[src/rtl/sscu_pkg.sv]
// Shared types, constants and coefficient helpers for the state-space controller.
// Depends on nothing; every other file in rtl/ imports it.
package sscu_pkg;

    localparam int FRAC_BITS_DEFAULT = 16;
    localparam int DATA_W            = 32;
    localparam int NUM_STATES        = 4;
    localparam int NUM_GAINS         = 4;
    localparam int PROD_W            = 2 * DATA_W;
    // six products per row at most, three guard bits
    localparam int ACC_W             = PROD_W + 3;

    // coefficients are held as decimal values at scale 1e11
    localparam longint SCALE_DEC = 64'sd100000000000;

    // register indexes of the configuration port
    localparam logic [1:0] REG_GAIN_POSITION   = 2'd0;
    localparam logic [1:0] REG_GAIN_VELOCITY   = 2'd1;
    localparam logic [1:0] REG_GAIN_ANGLE      = 2'd2;
    localparam logic [1:0] REG_GAIN_ANGLE_RATE = 2'd3;

    // reset values of the output gains
    localparam logic signed [DATA_W-1:0] GAIN_POSITION_RST   = 32'sd64997;
    localparam logic signed [DATA_W-1:0] GAIN_VELOCITY_RST   = 32'sd367082;
    localparam logic signed [DATA_W-1:0] GAIN_ANGLE_RST      = -32'sd10082948;
    localparam logic signed [DATA_W-1:0] GAIN_ANGLE_RATE_RST = -32'sd4038007;

    // group codes: rows 0..3 build the new state, the last group the drive output
    localparam logic [2:0] GRP_OUT  = 3'd4;
    localparam logic [2:0] COL_LAST_ROW = 3'd5;
    localparam logic [2:0] COL_LAST_OUT = 3'd3;

    // one multiply-accumulate term issued by the sequencer
    typedef struct packed {
        logic       valid;
        logic       first;
        logic       last;
        logic [2:0] row;
        logic [2:0] col;
    } term_t;

    // a finished, rounded sum leaving the MAC
    typedef struct packed {
        logic                     valid;
        logic [2:0]               grp;
        logic                     sat;
        logic signed [DATA_W-1:0] value;
    } mac_res_t;

    // decimal coefficient of row r; columns 0..3 are A, columns 4..5 are B
    function automatic longint coef_dec(input int r, input int c);
        longint v;
        v = 0;
        case ({r[1:0], c[2:0]})
            {2'd0, 3'd0}: v = -64'sd127182176;
            {2'd0, 3'd1}: v = 64'sd166709062;
            {2'd0, 3'd2}: v = 64'sd3942352;
            {2'd0, 3'd3}: v = -64'sd3413921;
            {2'd0, 3'd4}: v = 64'sd100127237023;
            {2'd0, 3'd5}: v = -64'sd11916307;
            {2'd1, 3'd0}: v = -64'sd82232571057;
            {2'd1, 3'd1}: v = 64'sd100168353944;
            {2'd1, 3'd2}: v = -64'sd2736960051;
            {2'd1, 3'd3}: v = -64'sd4111431070;
            {2'd1, 3'd4}: v = 64'sd82298424086;
            {2'd1, 3'd5}: v = -64'sd6837212200;
            {2'd2, 3'd0}: v = 64'sd12477765;
            {2'd2, 3'd1}: v = 64'sd146087;
            {2'd2, 3'd2}: v = -64'sd119350985;
            {2'd2, 3'd3}: v = 64'sd164714635;
            {2'd2, 3'd4}: v = -64'sd12450749;
            {2'd2, 3'd5}: v = 64'sd100116763498;
            {2'd3, 3'd0}: v = 64'sd7511231093;
            {2'd3, 3'd1}: v = 64'sd162927913;
            {2'd3, 3'd2}: v = -64'sd80075105074;
            {2'd3, 3'd3}: v = 64'sd97761952609;
            {2'd3, 3'd4}: v = -64'sd7478799416;
            {2'd3, 3'd5}: v = 64'sd76969081941;
            default:      v = 0;
        endcase
        return v;
    endfunction

    // round a decimal coefficient half away from zero to frac fraction bits
    function automatic longint fixed_coef(input longint dec, input int frac);
        longint mag;
        longint q;
        mag = (dec < 0) ? -dec : dec;
        q   = (mag * (64'sd1 <<< frac) + SCALE_DEC / 2) / SCALE_DEC;
        return (dec < 0) ? -q : q;
    endfunction

endpackage

[src/rtl/state_space_observer_controller_unit.sv]
// Top level of the four-state discrete controller: registers, state and handshakes.
// Depends on sscu_pkg, sscu_seq and sscu_mac.

// Each input transaction (cart position and angle error, Q16.16) updates the
// four-element state as x' = A*x + B*y, every row reading the old state, and
// returns one result: the drive value C*x' with a flag that is set when any
// state element or the drive value saturated. All 28 products go through one
// 32x32 multiplier and one accumulator, one product per cycle; a sample
// occupies the block from acceptance until its last term has left the multiply
// and accumulate stages, so a new transaction is taken only once the last one is
// through. A finished result waits in a one-entry holding register when the
// output side stalls, and the next sample is then accepted only once that entry
// has moved to the output. The user is to write gains through cfg_we, cfg_index
// and cfg_data only while no sample is in flight; the block does not enforce it.
module state_space_observer_controller_unit #(
    parameter int FRAC_BITS = sscu_pkg::FRAC_BITS_DEFAULT
) (
    input  logic                               clk,
    input  logic                               rst_n,
    input  logic                               cfg_we,
    input  logic [1:0]                         cfg_index,
    input  logic [sscu_pkg::DATA_W-1:0]        cfg_data,
    input  logic                               in_valid,
    output logic                               in_ready,
    input  logic signed [sscu_pkg::DATA_W-1:0] measured_position,
    input  logic signed [sscu_pkg::DATA_W-1:0] angle_error,
    output logic                               out_valid,
    input  logic                               out_ready,
    output logic signed [sscu_pkg::DATA_W-1:0] drive_force,
    output logic                               clipped
);
    import sscu_pkg::*;

    localparam int CW = FRAC_BITS + 4;

    logic signed [CW-1:0]     coef_tab [NUM_STATES][6];
    logic signed [DATA_W-1:0] gain_reg [NUM_GAINS];
    logic signed [DATA_W-1:0] x_reg [NUM_STATES];
    logic signed [DATA_W-1:0] nx_reg [NUM_STATES];
    logic signed [DATA_W-1:0] y_reg [2];
    logic                     clip_reg;
    logic signed [DATA_W-1:0] pend_value_reg;
    logic                     pend_clip_reg;
    logic                     pend_valid_reg;
    logic signed [DATA_W-1:0] out_value_reg;
    logic                     out_clip_reg;
    logic                     out_valid_reg;

    logic                     seq_idle;
    logic                     in_fire;
    term_t                    term;
    mac_res_t                 res;
    logic signed [DATA_W-1:0] op_a, op_b;
    logic                     fin;
    logic                     fin_clip;
    logic                     out_free;

    // fixed A and B coefficients, rounded at elaboration
    for (genvar r = 0; r < NUM_STATES; r++)
    begin : g_row
        for (genvar c = 0; c < 6; c++)
        begin : g_col
            assign coef_tab[r][c] = CW'(fixed_coef(coef_dec(r, c), FRAC_BITS));
        end
    end

    assign in_ready = seq_idle & ~pend_valid_reg;
    assign in_fire  = in_valid & in_ready;

    sscu_seq u_seq (
        .clk   (clk),
        .rst_n (rst_n),
        .start (in_fire),
        .idle  (seq_idle),
        .term  (term)
    );

    // select the operands of the current term
    always_comb
    begin
        op_a = '0;
        op_b = '0;
        if (term.row == GRP_OUT)
        begin
            op_a = gain_reg[term.col[1:0]];
            op_b = nx_reg[term.col[1:0]];
        end
        else
        begin
            op_b = DATA_W'(coef_tab[term.row[1:0]][term.col]);
            if (term.col[2])
            begin
                op_a = y_reg[term.col[0]];
            end
            else
            begin
                op_a = x_reg[term.col[1:0]];
            end
        end
    end

    sscu_mac #(
        .FRAC_BITS (FRAC_BITS)
    ) u_mac (
        .clk   (clk),
        .rst_n (rst_n),
        .term  (term),
        .op_a  (op_a),
        .op_b  (op_b),
        .res   (res)
    );

    assign fin      = res.valid & (res.grp == GRP_OUT);
    assign fin_clip = clip_reg | res.sat;
    assign out_free = ~out_valid_reg | out_ready;

    // write the output gains
    always_ff @(posedge clk or negedge rst_n)
    begin
        if (!rst_n)
        begin
            gain_reg[REG_GAIN_POSITION]   <= GAIN_POSITION_RST;
            gain_reg[REG_GAIN_VELOCITY]   <= GAIN_VELOCITY_RST;
            gain_reg[REG_GAIN_ANGLE]      <= GAIN_ANGLE_RST;
            gain_reg[REG_GAIN_ANGLE_RATE] <= GAIN_ANGLE_RATE_RST;
        end
        else if (cfg_we)
        begin
            gain_reg[cfg_index] <= cfg_data;
        end
    end

    // capture the sample on acceptance
    always_ff @(posedge clk)
    begin
        if (in_fire)
        begin
            y_reg[0] <= measured_position;
            y_reg[1] <= angle_error;
        end
    end

    // collect the new state rows as they leave the MAC
    always_ff @(posedge clk)
    begin
        if (res.valid && (res.grp != GRP_OUT))
        begin
            nx_reg[res.grp[1:0]] <= res.value;
        end
    end

    // commit the new state once the drive value is done; track saturation
    always_ff @(posedge clk or negedge rst_n)
    begin
        if (!rst_n)
        begin
            for (int i = 0; i < NUM_STATES; i++)
            begin
                x_reg[i] <= '0;
            end
            clip_reg <= 1'b0;
        end
        else
        begin
            if (fin)
            begin
                for (int i = 0; i < NUM_STATES; i++)
                begin
                    x_reg[i] <= nx_reg[i];
                end
            end
            if (in_fire)
            begin
                clip_reg <= 1'b0;
            end
            else if (res.valid)
            begin
                clip_reg <= fin_clip;
            end
        end
    end

    // hold a finished result when the output is stalled
    always_ff @(posedge clk or negedge rst_n)
    begin
        if (!rst_n)
        begin
            pend_valid_reg <= 1'b0;
        end
        else if (fin && !out_free)
        begin
            pend_valid_reg <= 1'b1;
        end
        else if (out_free)
        begin
            pend_valid_reg <= 1'b0;
        end
    end

    always_ff @(posedge clk)
    begin
        if (fin && !out_free)
        begin
            pend_value_reg <= res.value;
            pend_clip_reg  <= fin_clip;
        end
    end

    // load the output register from a fresh result or the held one
    always_ff @(posedge clk or negedge rst_n)
    begin
        if (!rst_n)
        begin
            out_valid_reg <= 1'b0;
        end
        else if (out_free)
        begin
            out_valid_reg <= fin | pend_valid_reg;
        end
    end

    always_ff @(posedge clk)
    begin
        if (out_free)
        begin
            if (fin)
            begin
                out_value_reg <= res.value;
                out_clip_reg  <= fin_clip;
            end
            else if (pend_valid_reg)
            begin
                out_value_reg <= pend_value_reg;
                out_clip_reg  <= pend_clip_reg;
            end
        end
    end

    assign out_valid   = out_valid_reg;
    assign drive_force = out_value_reg;
    assign clipped     = out_clip_reg;

endmodule

[src/rtl/sscu_seq.sv]
// Sequencer: walks the 28 multiply-accumulate terms of one sample in order.
// Depends on sscu_pkg (term_t, group and column codes).
module sscu_seq (
    input  logic           clk,
    input  logic           rst_n,
    input  logic           start,
    output logic           idle,
    output sscu_pkg::term_t term
);
    import sscu_pkg::*;

    typedef enum logic [1:0] {
        ST_IDLE,
        ST_ISSUE,
        ST_DRAIN
    } state_t;

    state_t     state_reg, state_next;
    logic [2:0] row_reg, row_next;
    logic [2:0] col_reg, col_next;
    logic       drain_reg, drain_next;
    logic       col_end;

    // last column of the current group
    assign col_end = (row_reg == GRP_OUT) ? (col_reg == COL_LAST_OUT)
                                          : (col_reg == COL_LAST_ROW);

    // advance through rows and columns, then wait for the pipe to empty
    always_comb
    begin
        state_next = state_reg;
        row_next   = row_reg;
        col_next   = col_reg;
        drain_next = drain_reg;
        case (state_reg)
            ST_IDLE:
            begin
                if (start)
                begin
                    state_next = ST_ISSUE;
                    row_next   = 3'd0;
                    col_next   = 3'd0;
                end
            end
            ST_ISSUE:
            begin
                if (col_end)
                begin
                    col_next = 3'd0;
                    if (row_reg == GRP_OUT)
                    begin
                        state_next = ST_DRAIN;
                        drain_next = 1'b0;
                    end
                    else
                    begin
                        row_next = row_reg + 3'd1;
                    end
                end
                else
                begin
                    col_next = col_reg + 3'd1;
                end
            end
            ST_DRAIN:
            begin
                drain_next = 1'b1;
                if (drain_reg)
                begin
                    state_next = ST_IDLE;
                end
            end
            default:
            begin
                state_next = ST_IDLE;
            end
        endcase
    end

    // hold state and counters
    always_ff @(posedge clk or negedge rst_n)
    begin
        if (!rst_n)
        begin
            state_reg <= ST_IDLE;
            row_reg   <= 3'd0;
            col_reg   <= 3'd0;
            drain_reg <= 1'b0;
        end
        else
        begin
            state_reg <= state_next;
            row_reg   <= row_next;
            col_reg   <= col_next;
            drain_reg <= drain_next;
        end
    end

    // describe the term issued this cycle
    always_comb
    begin
        term.valid = (state_reg == ST_ISSUE);
        term.first = (col_reg == 3'd0);
        term.last  = col_end;
        term.row   = row_reg;
        term.col   = col_reg;
    end

    assign idle = (state_reg == ST_IDLE);

endmodule

[src/rtl/sscu_mac.sv]
// Shared multiply-accumulate unit with round-half-up and 32-bit saturation.
// Depends on sscu_pkg (term_t, mac_res_t, widths).
module sscu_mac #(
    parameter int FRAC_BITS = sscu_pkg::FRAC_BITS_DEFAULT
) (
    input  logic                              clk,
    input  logic                              rst_n,
    input  sscu_pkg::term_t                   term,
    input  logic signed [sscu_pkg::DATA_W-1:0] op_a,
    input  logic signed [sscu_pkg::DATA_W-1:0] op_b,
    output sscu_pkg::mac_res_t                res
);
    import sscu_pkg::*;

    localparam logic signed [ACC_W-1:0] HALF    = ACC_W'(1) <<< (FRAC_BITS - 1);
    localparam logic signed [ACC_W-1:0] SAT_MAX =
        {{(ACC_W - DATA_W + 1){1'b0}}, {(DATA_W - 1){1'b1}}};
    localparam logic signed [ACC_W-1:0] SAT_MIN =
        {{(ACC_W - DATA_W + 1){1'b1}}, {(DATA_W - 1){1'b0}}};

    logic signed [PROD_W-1:0] prod_reg;
    logic                     p_valid_reg, p_first_reg, p_last_reg;
    logic [2:0]               p_grp_reg;
    logic signed [ACC_W-1:0]  acc_reg, acc_next;
    logic                     a_last_reg;
    logic [2:0]               a_grp_reg;
    logic signed [ACC_W-1:0]  prod_ext;
    logic signed [ACC_W-1:0]  rounded;
    logic signed [ACC_W-1:0]  shifted;

    // multiply stage
    always_ff @(posedge clk or negedge rst_n)
    begin
        if (!rst_n)
        begin
            p_valid_reg <= 1'b0;
            p_first_reg <= 1'b0;
            p_last_reg  <= 1'b0;
            p_grp_reg   <= 3'd0;
        end
        else
        begin
            p_valid_reg <= term.valid;
            p_first_reg <= term.first;
            p_last_reg  <= term.last;
            p_grp_reg   <= term.row;
        end
    end

    always_ff @(posedge clk)
    begin
        if (term.valid)
        begin
            prod_reg <= PROD_W'(op_a * op_b);
        end
    end

    // accumulate stage: restart on the first term of a group
    assign prod_ext = {{(ACC_W - PROD_W){prod_reg[PROD_W-1]}}, prod_reg};
    assign acc_next = p_first_reg ? prod_ext : (acc_reg + prod_ext);

    always_ff @(posedge clk or negedge rst_n)
    begin
        if (!rst_n)
        begin
            a_last_reg <= 1'b0;
            a_grp_reg  <= 3'd0;
        end
        else
        begin
            a_last_reg <= p_valid_reg & p_last_reg;
            a_grp_reg  <= p_grp_reg;
        end
    end

    always_ff @(posedge clk)
    begin
        if (p_valid_reg)
        begin
            acc_reg <= acc_next;
        end
    end

    // round half up, drop fraction bits, clamp to 32 bits
    assign rounded = acc_reg + HALF;
    assign shifted = rounded >>> FRAC_BITS;

    always_comb
    begin
        res.valid = a_last_reg;
        res.grp   = a_grp_reg;
        if (shifted > SAT_MAX)
        begin
            res.sat   = 1'b1;
            res.value = SAT_MAX[DATA_W-1:0];
        end
        else if (shifted < SAT_MIN)
        begin
            res.sat   = 1'b1;
            res.value = SAT_MIN[DATA_W-1:0];
        end
        else
        begin
            res.sat   = 1'b0;
            res.value = shifted[DATA_W-1:0];
        end
    end

endmodule

[config.mk]
export PLATFORM = sky130hd
export DESIGN_NAME = state_space_observer_controller_unit
export DESIGN_NICKNAME = d
export VERILOG_FILES = /design/src/rtl/sscu_pkg.sv /design/src/rtl/state_space_observer_controller_unit.sv /design/src/rtl/sscu_seq.sv /design/src/rtl/sscu_mac.sv
export SDC_FILE = /design/constraint.sdc
export NUM_CORES = 2
export LEC_CHECK = 0
export BUFFER_PORTS_ARGS = -buffer_cell sky130_fd_sc_hd__buf_2
export CORE_ASPECT_RATIO = 0.8
export CORE_MARGIN = 3
export CORE_UTILIZATION = 40
export CTS_CLUSTER_DIAMETER = 100
export DETAILED_ROUTE_END_ITERATION = 8
export PLACE_DENSITY = 0.6
export SKIP_CTS_REPAIR_TIMING = 1
export SYNTH_ARGS = -nofsm -noshare
export SYNTH_HDL_FRONTEND = slang
export SYNTH_SLANG_ARGS = --single-unit
export TNS_END_PERCENT = 50
[constraint.sdc]
create_clock -name clk -period 24.7 [get_ports clk]
set_clock_uncertainty 0.05 [all_clocks]
set_input_delay 2.47 -clock clk [delete_from_list [all_inputs] [get_ports clk]]
set_output_delay 2.47 -clock clk [all_outputs]
set_load 0.01 [all_outputs]
* Yosys cells after proc, flatten, opt, wreduce, memory -nomap -nowiden *
Memory sizes are Yosys's and may differ from the RTL's. A register that Yosys moved wholly into a read port is not among the register bits.
Cells that the tools add are included.

word-level totals
  memories = 2
  register bits = 347
  memory bits (writable) = 192
  word-level logic and storage cells = 130
  input port bits = 103
  output and inout bits = 35

memory list
  name    words  width  read ports  clocked after Yosys merged registers in  write ports  RTL line                                    RTL
  nx_reg  4      32     5           4                                        1            state_space_observer_controller_unit.sv:39  logic signed [DATA_W-1:0] nx_reg [NUM_STATES];
  y_reg   2      32     1           0                                        2            state_space_observer_controller_unit.sv:40  logic signed [DATA_W-1:0] y_reg [2];

cells by class
  reduce and logical (&&, ||, !) cells = 20
  $lt $le $gt $ge = 7
  equal/unequal tests = 12
  multiply operators = 1
  $add $sub $neg = 4
  bitwise operators = 13
  mux-type cells = 48

operators by type and width
  operator                                                                         count
  32-bit 2-to-1 mux                                                                10
  120-bit binary-select mux with 2-bit select                                      1
  120-bit 2-to-1 mux                                                               2
  32-bit binary-select mux with 2-bit select                                       2
  128-bit bitwise mux                                                              1
  67-bit by 17-bit adder with 67-bit output (second input constant)                1
  67-bit by 64-bit adder with 67-bit output                                        1
  67-bit 2-to-1 mux                                                                1
  33-bit 2-to-1 mux                                                                2
  32-bit demux with 2-bit select                                                   1
  32-bit by 32-bit multiplier with 64-bit output                                   1
  20-bit binary-select mux with 3-bit select                                       1
  51-bit by 32-bit > comparator with 1-bit output (second input constant)          1
  51-bit by 32-bit less-than comparator with 1-bit output (second input constant)  1
  20-bit 2-to-1 mux                                                                2
  1-bit 2-to-1 mux                                                                 13
  3-bit 2-to-1 mux                                                                 4
  3-bit case mux with 2 select lines                                               2
  2-bit nonzero test                                                               5
  3-bit == test (second input constant)                                            3
  3-bit greater-or-equal comparator (second input constant)                        3
  2-bit NOT with 3-bit output                                                      3
  2-bit 2-to-1 mux                                                                 4
  4-bit AND reduction                                                              2
  21 further kinds                                                                 38

* Logic depth before layout (Yosys ltp) *
  depth in word-level cells = 9
  depth in mapped cells = 39

* Hierarchy *
A second synthesis with hierarchy kept.

unflattened totals
  cell total of the unflattened synthesis = 6380
  area, all modules = 69273.9 sq um

modules (own cells, without submodules)
  module                                cells an instance  instances  area each (sq um)
  sscu_mac                              4984               1          46281.9
  state_space_observer_controller_unit  1336               1          22425.3
  sscu_seq                              60                 1          566.8

* Least setup slack after synthesis *
Ideal clock, no wire load.

  path type = register to register
  from = register u_seq.col_reg[1]
  to = register u_mac.prod_reg[63] (data pin)
  cell stages (with the launch flop) = 30
  period minus slack after synthesis = 9.802 ns
  arrival time = 9.492 ns
  buffers on the path = 5
  path slack = 14.898 ns
  cells stage by stage = dfrtp_1 > clkbuf_1 > buf_1 > mux4_2 > a21oi_1 > o21ai_0 > clkbuf_1 > clkbuf_1 > nand2_1 > fa_1 > fa_1 > fa_1 > inv_1 > fa_1 > inv_1 > fa_1 > inv_1 > fa_1 > fa_1 > fa_1 > ha_1 > clkbuf_1 > nand4_1 > or3_1 > o22a_1 > o311ai_0 > o211ai_1 > o31ai_1 > o22ai_1 > xnor2_1

between the ends
  word-level cells in the longest chain between the ends = 7
  elaborated cells on any way between the ends = 16
  those cells by class = mul: 1; mux: 12; bitwise: 2; memory: 1

RTL lines
  element                                               RTL line                                                                                RTL
  start, declared                                       sscu_seq.sv:20                                                                          logic [2:0] col_reg, col_next;
  start signal, assigned                                sscu_seq.sv:94                                                                          col_reg <= col_next;
  2-bit NOT with 3-bit output (not written as such)     state_space_observer_controller_unit.sv:85, state_space_observer_controller_unit.sv:97
  32-bit binary-select mux with 2-bit select            state_space_observer_controller_unit.sv:97                                              op_a = x_reg[term.col[1:0]];
  32-bit 2-to-1 mux (not written as such) (2 in a row)  state_space_observer_controller_unit.sv:97
  32-bit 2-to-1 mux                                     state_space_observer_controller_unit.sv:91                                              if (term.col[2])
  32-bit 2-to-1 mux                                     state_space_observer_controller_unit.sv:83                                              if (term.row == GRP_OUT)
  32-bit by 32-bit multiplier with 64-bit output *      sscu_mac.sv:54                                                                          prod_reg <= PROD_W'(op_a * op_b);
  end signal, assigned                                  sscu_mac.sv:54
  end, declared                                         sscu_mac.sv:21                                                                          logic signed [PROD_W-1:0] prod_reg;

Mark *: on every way between the ends. The rest lies on a longest branch, timed or not. The select of a mux whose other input is x is not followed.
A chain may end at the register's enable or synchronous reset.

* Final worst setup path *
  from = register u_seq.col_reg[0]
  to = register u_mac.prod_reg[58] (data pin)

The elaborated chain is that of the path after synthesis.

==> results.toml <==
[status]
outcome = "completed"

[worst_setup_path]
required_ns = 25.07
path_buf_inv = 9
r2r_end = "u_mac.prod_reg[58]"
r2r_start = "u_seq.col_reg[0]"
max_stage_delay_ns = 0.75
worstSetupPathType = "register to register"
cpMaxStageDelayCell = "buf_4"
crit_family = "adder cells"
rrSetupSlack_ns = 13.10
cp.arrival_ns = 11.97
worstSetupStartpointType = "register"
crit_fanout = 51
endpoint_kind = "register"
crit_path_frequent_cell = "fa_1"
reg2regPathDepth = 33

[global_routing]
grtUsageTotal_pct = 24.5
grt_pass1_vias = 51200
antenna_found_initial = 14
grt_overflow = 0
grt_max_degree = 107
grt_first_pass_wirelength_um = 324000

[synth]
synth_nets = 8203
synth_edf_count = 389
ys_seq_elements = 667
yosysSeqAreaShare_pct = 27.4
yosysWarnings = 0
synth_area_per_cell_um2 = 10.1
synth_cell_type_count = 82
synth.area.top_cells = "fa_1, edfxtp_1, dfrtp_1, inv_1, nand2_1"
syn_area_mm2 = 0.0682
yosysTopAreaCell = "fa_1"
syn-instance-count = 6756
ys.flop_type = "edfxtp_1"
synth_top_area_share_pct = 31.8
async_flop_share_pct = 41.7

[sta]
fin_crit_ns = 11.60
rsz0062_at_grt = "false"
fmax_mhz = 86.2
maxSlewViolCount = 0
hold_viol = 0
slew_headroom_pct = 11.0
min_period_over_period_pct = 47.0
fin_tns_setup_ns = 0
finalSetupViolations = 0
worst_pin_slew_ns = 1.32

[cells_and_area]
final_cell_mix = "fa_1, inv_1, nand2_1"
nets = 8194
fillers = 16000
drive_above_1_share_pct = 11.0
final_common_cell = "fa_1"
synthToLayoutAreaGrowth_pct = 8.73

[routing]
drt_iter0_markers = 4826
drtPass1Iterations = 6
vias_per_cell = 5.50
drt-wirelength-per-cell_um = 23.5
ant_nets = 0
wl_um = 213000
vias = 49800
drc = 0

[floorplan]
fp.dieW_um = 468
io_pins = 138
dieArea_mm2 = 0.175
initial_core_util_pct = 40.5
coreArea_mm2 = 0.168
row_count = 134
die_y_um = 375

[place]
gp_congestion = 0.958
hpwl_um = 161000
port_buffers = 137

[clock_tree]
cts_sinks = 667
clk_pin_slew_ns = 0.07
cts_max_level = 3
cts_root_buf = "clkbuf_16"
clkLatencyLatePin_ns = 0.70
cts_buffer_depth = 3
tritoncts = "built"
cts_buffers = 71

[job]
maxCapViolations = 0

[worst_hold_path]
holdPathEnd = "u_mac.a_grp_reg[0]"
min_from = "u_mac.p_grp_reg[0]"
hold_path.class = "register to register"
holdPathStages = 0
## worst max-delay path by stage
stage | slack, ns | from | cells past startpoint | endpoint
2_1_floorplan | 14.90 | u_seq.col_reg[1] | 29 | u_mac.prod_reg[63]
3_3_place_gp | 13.29 | u_seq.col_reg[0] | 33 | u_mac.prod_reg[58]
3_5_place_dp | 13.16 | u_seq.col_reg[0] | 33 | u_mac.prod_reg[58]
4_1_cts | 13.10 | u_seq.col_reg[0] | 33 | u_mac.prod_reg[58]
5_1_grt | 12.51 | u_seq.col_reg[0] | 33 | u_mac.prod_reg[58]
6_report | 13.10 | u_seq.col_reg[0] | 33 | u_mac.prod_reg[58]
## per-stage QoR
stage | hold WS (ns) | utilization, % | area [um2] | instances | worst slack, ns
2_1_floorplan | 0.281 | - | 68200 | 6756 | 14.90
3_3_place_gp | 0.286 | 42.6 | 71600 | 8918 | 13.29
3_5_place_dp | 0.291 | 42.6 | 71600 | 8918 | 13.16
4_1_cts | 0.305 | 44.1 | 74100 | 9050 | 13.10
5_1_grt | 0.309 | 44.1 | 74100 | 9050 | 12.51
6_report | 0.305 | 44.1 | 74100 | 9055 | 13.10
## synth_stat cells (50+ instances only)
| cell | number |
|---|---|
| a21o_1 | 75 |
| a21oi_1 | 197 |
| and2_1 | 50 |
| clkbuf_1 | 300 |
| dfrtp_1 | 218 |
| dfstp_2 | 60 |
| edfxtp_1 | 389 |
| fa_1 | 1083 |
| ha_1 | 261 |
| inv_1 | 1078 |
| mux2_2 | 132 |
| mux4_2 | 96 |
| nand2_1 | 1010 |
| nand2b_1 | 59 |
| nand3_1 | 65 |
| nor2_1 | 725 |
| o21a_1 | 61 |
| o21ai_0 | 214 |
| xnor2_1 | 86 |
| xor2_1 | 75 |
## layer usage
metal | routed length, um | track usage [%] | up-vias
li1 | - | - | 21400
met1 | 91600 | 35.5 | 25700
met2 | 90800 | 35.7 | 2181
met3 | 21200 | 5.62 | 422
met4 | 9200 | 9.00 | 14
met5 | 103 | 0 | -
## worst register-to-register path: cells and delay by family (launching register included)
family | cells | cell delay (ns)
adders and majority gates | 9 | 4.36
AOI/OAI and AO/OA | 8 | 2.40
buffers and inverters | 9 | 2.26
and+or+nand+nor | 5 | 1.04
DFF | 1 | 0.66
muxes | 1 | 0.43
xor gates and xnor gates | 1 | 0.17
## cell type report
class                   instances  area (um2)  share of cell area, %
clock buffers                  94        1910                   2.58
repair buffers                264        1650                   2.22
inverters                    1080        4060                   5.47
flip-flops and latches        667       18700                   25.3
well taps                    2244        2810                   3.79
multi-input cells            4663       44300                   59.8
clock inverters                38         647                  0.872
diodes                          5        12.5                 0.0169
## cells by family after synthesis
group	after synthesis	synth area share (%)
simple gates	2108	13.0
buf+inv	1426	7.91
fa+ha+maj	1344	36.6
compound gates	787	7.16
flops	667	27.4
mux	263	5.87
xor+xnor	161	2.07
Power is not shown: default switching activity piles up to over one toggle a cycle in this logic, so the estimate is an artifact.
